`config.mk`:
```
export PLATFORM = sky130hd
export DESIGN_NAME = debounced_button_chord_detector
export DESIGN_NICKNAME = d
export VERILOG_FILES = /design/src/sv/dbcd_pkg.sv /design/src/sv/debounced_button_chord_detector.sv
export SDC_FILE = /design/constraint.sdc
export NUM_CORES = 1
export LEC_CHECK = 0
export ABC_CLOCK_PERIOD_IN_PS = 5600
export BUFFER_PORTS_ARGS = -buffer_cell sky130_fd_sc_hd__buf_4
export CORE_MARGIN = 1.5
export CORE_UTILIZATION = 30
export CTS_CLUSTER_SIZE = 25
export DETAILED_ROUTE_END_ITERATION = 8
export PLACE_DENSITY_LB_ADDON = 0.15
export SLEW_MARGIN = 20
export SYNTH_ARGS = -nofsm -noshare
export SYNTH_HDL_FRONTEND = slang
export SYNTH_SLANG_ARGS = --single-unit
```
`constraint.sdc`:
```
create_clock -name clk -period 5.6 [get_ports clk]
set_clock_uncertainty 0.05 [all_clocks]
set_input_delay 1.12 -clock clk [delete_from_list [all_inputs] [get_ports clk]]
set_output_delay 1.12 -clock clk [all_outputs]
set_load 0.01 [all_outputs]
```
`src/sv/dbcd_pkg.sv`:
```
// Package for the debounced button chord detector.
// Holds widths, register indexes, reset values, the result record and chord helpers.
// No dependencies.
package dbcd_pkg;

	localparam int BUTTON_COUNT = 3;
	localparam int COUNT_W      = 16;
	localparam int CODE_W       = 3;
	localparam int PHASE_W      = 2;
	localparam int CFG_INDEX_W  = 2;
	localparam int PCOUNT_W     = $clog2(BUTTON_COUNT + 1);

	typedef logic [BUTTON_COUNT-1:0] mask_t;
	typedef logic [COUNT_W-1:0]      count_t;
	typedef logic [CODE_W-1:0]       code_t;
	typedef logic [PCOUNT_W-1:0]     pcount_t;

	// Configuration register indexes
	localparam logic [CFG_INDEX_W-1:0] REG_DEBOUNCE_TICKS = CFG_INDEX_W'(0);
	localparam logic [CFG_INDEX_W-1:0] REG_COLLECT_TICKS  = CFG_INDEX_W'(1);

	localparam count_t DEBOUNCE_TICKS_RST = COUNT_W'(30);
	localparam count_t COLLECT_TICKS_RST  = COUNT_W'(250);
	localparam count_t COUNT_MAX          = '1;

	// Chord masks and their codes
	localparam mask_t MASK_B1   = 3'b001;
	localparam mask_t MASK_B2   = 3'b010;
	localparam mask_t MASK_B3   = 3'b100;
	localparam mask_t MASK_B1B2 = 3'b011;
	localparam mask_t MASK_B2B3 = 3'b110;

	localparam code_t CODE_B1   = 3'd0;
	localparam code_t CODE_B2   = 3'd1;
	localparam code_t CODE_B3   = 3'd2;
	localparam code_t CODE_B1B2 = 3'd3;
	localparam code_t CODE_B2B3 = 3'd4;
	localparam code_t CODE_NONE = 3'd0;

	// One result item
	typedef struct packed {
		mask_t                     stable_buttons;
		logic                      chord_valid;
		code_t                     chord_code;
		logic [PHASE_W-1:0]        phase_now;
	} result_t;

	// Number of pressed buttons in a mask
	function automatic pcount_t pressed_count(input mask_t m);
		pcount_t n;
		n = '0;
		for (int i = 0; i < BUTTON_COUNT; i++) begin
			n = n + pcount_t'(m[i]);
		end
		return n;
	endfunction

	// Chord lookup: valid bit on top, code below
	function automatic logic [CODE_W:0] chord_of(input mask_t m);
		logic [CODE_W:0] r;
		unique case (m)
			MASK_B1:   r = {1'b1, CODE_B1};
			MASK_B2:   r = {1'b1, CODE_B2};
			MASK_B3:   r = {1'b1, CODE_B3};
			MASK_B1B2: r = {1'b1, CODE_B1B2};
			MASK_B2B3: r = {1'b1, CODE_B2B3};
			default:   r = {1'b0, CODE_NONE};
		endcase
		return r;
	endfunction

endpackage

```
`src/sv/debounced_button_chord_detector.sv`:
```
// Top level of the debounced button chord detector: debouncer, phase machine and
// a two-entry result buffer (output register plus skid register).
// Depends on dbcd_pkg.

// Each accepted input is one tick carrying the raw 3-button mask; each tick yields
// exactly one result (debounced mask, chord strobe and code, phase). An item is taken
// every cycle while the skid register is free: the whole per-tick update is one pass
// of small logic from the state registers to the result register, so throughput is one
// tick per clock while the buffer has room. A skid register lets one more tick
// be taken while a result is stalled; input ready drops only when both are full.
// Configuration writes take effect at once and are always ready; write only when idle.
module debounced_button_chord_detector (
	input  logic                                clk,
	input  logic                                arst_n,
	input  logic                                in_valid,
	output logic                                in_ready,
	input  logic [dbcd_pkg::BUTTON_COUNT-1:0]   raw_buttons,
	output logic                                out_valid,
	input  logic                                out_ready,
	output logic [dbcd_pkg::BUTTON_COUNT-1:0]   stable_buttons,
	output logic                                chord_valid,
	output logic [dbcd_pkg::CODE_W-1:0]         chord_code,
	output logic [dbcd_pkg::PHASE_W-1:0]        phase_now,
	input  logic                                cfg_valid,
	output logic                                cfg_ready,
	input  logic [dbcd_pkg::CFG_INDEX_W-1:0]    cfg_index,
	input  logic [dbcd_pkg::COUNT_W-1:0]        cfg_data
);

	typedef enum logic [dbcd_pkg::PHASE_W-1:0] {
		PH_IDLE     = 2'd0,
		PH_COLLECT  = 2'd1,
		PH_COOLDOWN = 2'd2
	} phase_t;

	dbcd_pkg::count_t  debounce_ticks_q;
	dbcd_pkg::count_t  collect_ticks_q;
	dbcd_pkg::mask_t   cand_q;
	dbcd_pkg::count_t  deb_cnt_q;
	dbcd_pkg::mask_t   stable_q;
	phase_t            phase_q;
	dbcd_pkg::count_t  col_cnt_q;
	dbcd_pkg::mask_t   best_q;

	dbcd_pkg::result_t out_q;
	dbcd_pkg::result_t skid_q;
	logic              out_valid_q;
	logic              skid_valid_q;

	dbcd_pkg::mask_t   cand_n;
	dbcd_pkg::count_t  deb_cnt_n;
	dbcd_pkg::mask_t   stable_n;
	phase_t            phase_n;
	dbcd_pkg::count_t  col_cnt_n;
	dbcd_pkg::mask_t   best_n;
	logic [dbcd_pkg::CODE_W:0] chord_lu;
	dbcd_pkg::result_t res_n;

	logic in_xfer;
	logic out_xfer;

	assign in_ready  = !skid_valid_q;
	assign cfg_ready = 1'b1;
	assign in_xfer   = in_valid && in_ready;
	assign out_xfer  = out_valid_q && out_ready;

	// Debounce: restart on change, saturate otherwise, then promote the candidate
	always_comb begin
		if (raw_buttons != cand_q) begin
			cand_n    = raw_buttons;
			deb_cnt_n = '0;
		end else begin
			cand_n    = cand_q;
			deb_cnt_n = (deb_cnt_q != dbcd_pkg::COUNT_MAX) ? deb_cnt_q + 1'b1 : deb_cnt_q;
		end
		stable_n = (deb_cnt_n >= debounce_ticks_q) ? cand_n : stable_q;
	end

	// Phase machine and result for this tick
	always_comb begin
		phase_n   = phase_q;
		col_cnt_n = col_cnt_q;
		best_n    = best_q;
		chord_lu  = '0;
		unique case (phase_q)
			PH_COLLECT: begin
				if (stable_n != '0 &&
				    dbcd_pkg::pressed_count(stable_n) > dbcd_pkg::pressed_count(best_q)) begin
					best_n = stable_n;
				end
				if (col_cnt_q != dbcd_pkg::COUNT_MAX) begin
					col_cnt_n = col_cnt_q + 1'b1;
				end
				if (col_cnt_n >= collect_ticks_q) begin
					chord_lu = dbcd_pkg::chord_of(best_n);
					phase_n  = PH_COOLDOWN;
				end
			end
			PH_COOLDOWN: begin
				if (stable_n == '0) begin
					phase_n = PH_IDLE;
				end
			end
			default: begin
				phase_n = PH_IDLE;
				if (stable_n != '0) begin
					phase_n   = PH_COLLECT;
					col_cnt_n = '0;
					best_n    = stable_n;
				end
			end
		endcase
		res_n.stable_buttons = stable_n;
		res_n.chord_valid    = chord_lu[dbcd_pkg::CODE_W];
		res_n.chord_code     = chord_lu[dbcd_pkg::CODE_W-1:0];
		res_n.phase_now      = phase_n;
	end

	// Configuration registers
	always_ff @(posedge clk or negedge arst_n) begin
		if (!arst_n) begin
			debounce_ticks_q <= dbcd_pkg::DEBOUNCE_TICKS_RST;
			collect_ticks_q  <= dbcd_pkg::COLLECT_TICKS_RST;
		end else if (cfg_valid && cfg_ready) begin
			if (cfg_index == dbcd_pkg::REG_DEBOUNCE_TICKS) begin
				debounce_ticks_q <= cfg_data;
			end else if (cfg_index == dbcd_pkg::REG_COLLECT_TICKS) begin
				collect_ticks_q <= cfg_data;
			end
		end
	end

	// Advance the tick state on each input transfer
	always_ff @(posedge clk or negedge arst_n) begin
		if (!arst_n) begin
			cand_q    <= '0;
			deb_cnt_q <= '0;
			stable_q  <= '0;
			phase_q   <= PH_IDLE;
			col_cnt_q <= '0;
			best_q    <= '0;
		end else if (in_xfer) begin
			cand_q    <= cand_n;
			deb_cnt_q <= deb_cnt_n;
			stable_q  <= stable_n;
			phase_q   <= phase_n;
			col_cnt_q <= col_cnt_n;
			best_q    <= best_n;
		end
	end

	// Result buffer: output register backed by one skid entry
	always_ff @(posedge clk or negedge arst_n) begin
		if (!arst_n) begin
			out_valid_q  <= 1'b0;
			skid_valid_q <= 1'b0;
		end else if (!out_valid_q || out_xfer) begin
			if (skid_valid_q) begin
				out_valid_q  <= 1'b1;
				skid_valid_q <= 1'b0;
			end else begin
				out_valid_q <= in_xfer;
			end
		end else if (in_xfer) begin
			skid_valid_q <= 1'b1;
		end
	end

	// Result payloads
	always_ff @(posedge clk) begin
		if (!out_valid_q || out_xfer) begin
			if (skid_valid_q) begin
				out_q <= skid_q;
			end else if (in_xfer) begin
				out_q <= res_n;
			end
		end else if (in_xfer) begin
			skid_q <= res_n;
		end
	end

	assign out_valid      = out_valid_q;
	assign stable_buttons = out_q.stable_buttons;
	assign chord_valid    = out_q.chord_valid;
	assign chord_code     = out_q.chord_code;
	assign phase_now      = out_q.phase_now;

	// A chord is only emitted on the tick that ends collection
	a_chord_cooldown: assert property (@(posedge clk) disable iff (!arst_n)
		out_valid_q && out_q.chord_valid |-> out_q.phase_now == PH_COOLDOWN)
		else $error("chord emitted outside the transition to cooldown");

	// No code without a chord strobe
	a_code_zero: assert property (@(posedge clk) disable iff (!arst_n)
		out_valid_q && !out_q.chord_valid |-> out_q.chord_code == dbcd_pkg::CODE_NONE)
		else $error("chord code set without chord strobe");

	// The skid entry fills only behind a held output
	a_skid_order: assert property (@(posedge clk) disable iff (!arst_n)
		skid_valid_q |-> out_valid_q)
		else $error("skid entry valid with empty output register");

	// While collecting the kept mask always has a button
	a_best_nonzero: assert property (@(posedge clk) disable iff (!arst_n)
		phase_q == PH_COLLECT |-> best_q != '0)
		else $error("collecting with empty kept mask");

endmodule

```
==> flow_summary_export.csv <==
group,metric,value,unit
pwr,power,1.86,mW
setup_path,worstPathArrival,5870,ps
setup_path,path_buf_inv,1,
die,placementRows,49,
setup_path,max_stage_delay,570,ps
logic_synthesis,synth_area_leaders,"dfrtp_1, edfxtp_1, ha_1, nand2_1, mux2_2",
setup_path,path_delay_family,"simple AND/OR/NAND/NOR gates",
die,core-area,0.0182,mm²
setup_path,worstPathMaxFanout,7,
drt,first_pass_iters,4,
setup_path,reg2reg_to,"chord_code[1]$_DFFE_PP_",
die,die_x,140,µm
drt,via_count,4466,
logic_synthesis,synthMuxAreaShare,6.85,%
global_route,overflow,0,
cts,clk_pin_slew_worst_paths,70,ps
logic_synthesis,synth-simple-area-share,18.8,%
setup_path,crit_path_frequent_cell,"or4_4",
setup_path,required,5780,ps
logic_synthesis,netlist.area_leader.share,29.8,%
global_route,grt_pass1_wl,22700,µm
cts,cts_tree,"built",
final_layout,nFillCells,1773,
logic_synthesis,synth_edf_count,18,
logic_synthesis,ys_ff_latch,95,
pwr,power.density,261,mW/mm²
drt,wl_per_cell,15.4,µm
placed_design,placed_cells,885,
status,outcome,"finished, violations left",
placed_design,dp_hpwl,10200,µm
drt,via_per_inst,4.93,
setup_path,critPathKind,"reg -> reg",
global_route,grt_use_total,14.9,%
sta,maxSlewHeadroom,32.1,%
pwr,p_leak,3.19,nW
logic_synthesis,syn_nets,663,
final_layout,final_nets,737,
sta,fin_crit,5690,ps
drt,wl,13900,µm
cts,clock-sinks,95,
global_route,antenna_found_initial,0,
sta,drv_slew,0,
setup_path,reg2reg_depth,23,
final_layout,instances_no_fill,905,
worst_hold_path,hold_class,"reg -> reg",
logic_synthesis,synth_ff_type,"dfrtp_1",
final_layout,final_common_cell,"buf_4",
logic_synthesis,synth_xor_area_share,2.96,%
final_layout,ff_latch_area,0.00248,mm²
logic_synthesis,synth_cell_types,55,
placed_design,io_buffers,36,
die,dieArea,0.0196,mm²
flow_run,max_cap_viol_count,0,
drt,ant_nets,0,
pwr,peakVddDrop,131,µV
final_layout,final_cell_mix,"buf_4, nand2_1, dfrtp_1, inv_1, nor2_1",
global_route,grtUsageMet2,24.7,%
drt,drc,0,
sta,hold_violations,0,
global_route,grt_max_degree,78,
setup_path,crit_chain,"nand3_2 > or4_4 > nor2_4 > and4_4 > nor2_2 > and3_4 > xnor2_2 > nor2_1 > ha_1 > a21oi_2 > o21a_1 > o22ai_1 > or4_4 > mux2i_4 > fa_2 > inv_2 > ha_4 > nor2b_4 > o21ai_4 > nor3_2 > o32a_1 > or4b_1 > nand3_1",
setup_path,slowest_stage,"or4_4",
cts,htreeDepth,3,
sta,fin_tns_setup,-233,ps
status,violations,"negative setup slack",
placed_design,gp_congestion,0.827,
final_layout,multi_input_area,0.00317,mm²
logic_synthesis,ys_warn_count,0,
cts,cts_root_buf,"clkbuf_16",
final_layout,fin_util,39.1,%
setup_path,reg2reg_slack,-90,ps
worst_hold_path,hold_start,"collect_ticks_q[10]$_DFFE_PN0P_",
sta,setup_ws,-92.8,ps
cts,clk_latency,360,ps
sta,finalCritPeriodShare,102,%
logic_synthesis,synth_top_family_by_area,"simple AND/OR/NAND/NOR gates",
logic_synthesis,synth_seq_area_share,44.1,%
sta,max_freq,176,MHz
global_route,grt_util_met1,19.8,%
die,design.portCount,38,
worst_hold_path,hold_end,"collect_ticks_q[10]$_DFFE_PN0P_",
final_layout,n_antenna_cell,0,
sta,holdWs,457,ps
global_route,grt_pass1_vias,4386,
sta,worst_pin_slew,1020,ps
sta,setup_violations,5,
drt,drt_iter0_drc,216,
die,initial_core_util,30.9,%
logic_synthesis,synth_area,0.00563,mm²
logic_synthesis,ys_async_sr_fraction,81.1,%
logic_synthesis,postSynthCellCount,597,
logic_synthesis,synth_compound_area_share,13.1,%
setup_path,cp-end-kind,"flop",
final_layout,area_delta_synth_final,26.5,%
global_route,use_met3,2.36,%
logic_synthesis,yosys.area.top_type,"dfrtp_1",
worst_hold_path,min_path_cells,1,
setup_path,r2r_start,"deb_cnt_q[5]$_DFFE_PN0P_",
logic_synthesis,avgSynthCellArea,9.43,µm²
setup_path,worstSetupStartpointType,"flop",
die,fp.dieH,140,µm
global_route,grt_busiest_layer,"met2",
logic_synthesis,synth_adder_area_share,9.16,%
final_layout,final_layout_size_suffix_gt1_share,27.7,%
cts,clockBufferDepth,2,
sta,rsz0062_at_grt,"true",
cts,cts_made_buffers,9,
-- power breakdown --
part	leakage (nW)	internal [mW]	switching, mW
Clock	0.170	0.450	0.282
Sequential	1.16	0.775	0.0332
Combinational	1.85	0.142	0.177
-- how the worst max path moves through the flow --
stage	from	endpoint	slack [ps]	cells past startpoint
4_1_cts	deb_cnt_q[3]$_DFFE_PN0P_	chord_code[1]$_DFFE_PP_	-8	23
5_1_grt	deb_cnt_q[3]$_DFFE_PN0P_	chord_valid$_DFFE_PP_	-320	22
3_3_place_gp	raw_buttons[2]	chord_code[1]$_DFFE_PP_	-80	20
6_report	deb_cnt_q[5]$_DFFE_PN0P_	chord_code[1]$_DFFE_PP_	-90	23
2_1_floorplan	raw_buttons[0]	chord_code[1]$_DFFE_PP_	0.4	21
3_5_place_dp	raw_buttons[2]	chord_code[1]$_DFFE_PP_	-200	21
-- through the flow --
stage,instance area [µm²],worst slack (ps)
3_5_place_dp,6590,-204
6_report,7120,-92.8
3_3_place_gp,6590,-84.8
2_1_floorplan,5800,0.354
4_1_cts,6960,-7.93
5_1_grt,7120,-318
-- registers in the layout, summed over array words and instances, names as in the netlist, 2 cells and up --
signal and flops:
deb_cnt_q 16, cand_q 3, col_cnt_q 16, chord_code 3
collect_ticks_q 16, skid_q 9, stable_buttons 3, debounce_ticks_q 16
phase_now 2, best_q 3, phase_q 2, stable_q 3
-- worst reg2reg max path, delay by kind of cell (launching register included) --
kind	cells	cell delay [ps]
AO/OA/AOI/OAI	5	1100
XOR/XNOR	1	140
adder cells (fa/ha/maj)	3	900
buffers and inverters	1	80
flip-flops	1	360
multiplexers	1	240
AND/OR/NAND/NOR	12	2690
-- area by class of cell --
cell class / count / share of cell area (%)
flip-flops and latches: 95 / 34.8
repair buffers: 85 / 9.12
multi-input cells: 430 / 44.5
clock inverters: 5 / 1.46
inverters: 50 / 2.64
well taps: 229 / 4.03
clock buffers: 11 / 3.41
-- cells in the mapped netlist, types with 3 or more instances --
cell type	number
dfrtp_1	67
or3_1	8
o21ai_0	28
nor2_1	42
and3_1	8
nand3_1	30
mux2_2	26
o21a_1	4
dfstp_2	10
xor2_1	3
nand4_1	15
mux2i_1	7
o31ai_1	9
a21o_1	5
a21oi_1	19
nor2b_1	4
nor3b_1	5
edfxtp_1	18
inv_1	48
nand2_1	82
ha_1	38
o21ai_1	19
clkbuf_1	19
a22o_1	12
nor3_1	8
nand2b_1	8
xnor2_1	16
-- metal layers --
metal  wire (µm)  share of wire (%)
met5           0                  0
met2        6790                 49
met3         278                2.0
met1        6710                 48
met4         166                1.2
-- repair_timing --
item                       4_1_cts  5_1_grt
setup endpoints to repair        8       11
pin swaps                        6       20
resized for setup                5       26
hold endpoints to repair         0        0
hold buffers                     0        0
buffers inserted                 1        5
-- cell families (layout without fill, tap and decap cells) --
kind of cell             Yosys count  count (layout)
AO/OA/AOI/OAI                    113             113
XOR/XNOR                          19              19
adder cells (fa/ha/maj)           40              40
AND/OR/NAND/NOR                  223             223
flip-flops                        95              95
other                              1               1
multiplexers                      34              34
buffers and inverters             72             151
Power figures use the tool's default switching activity.
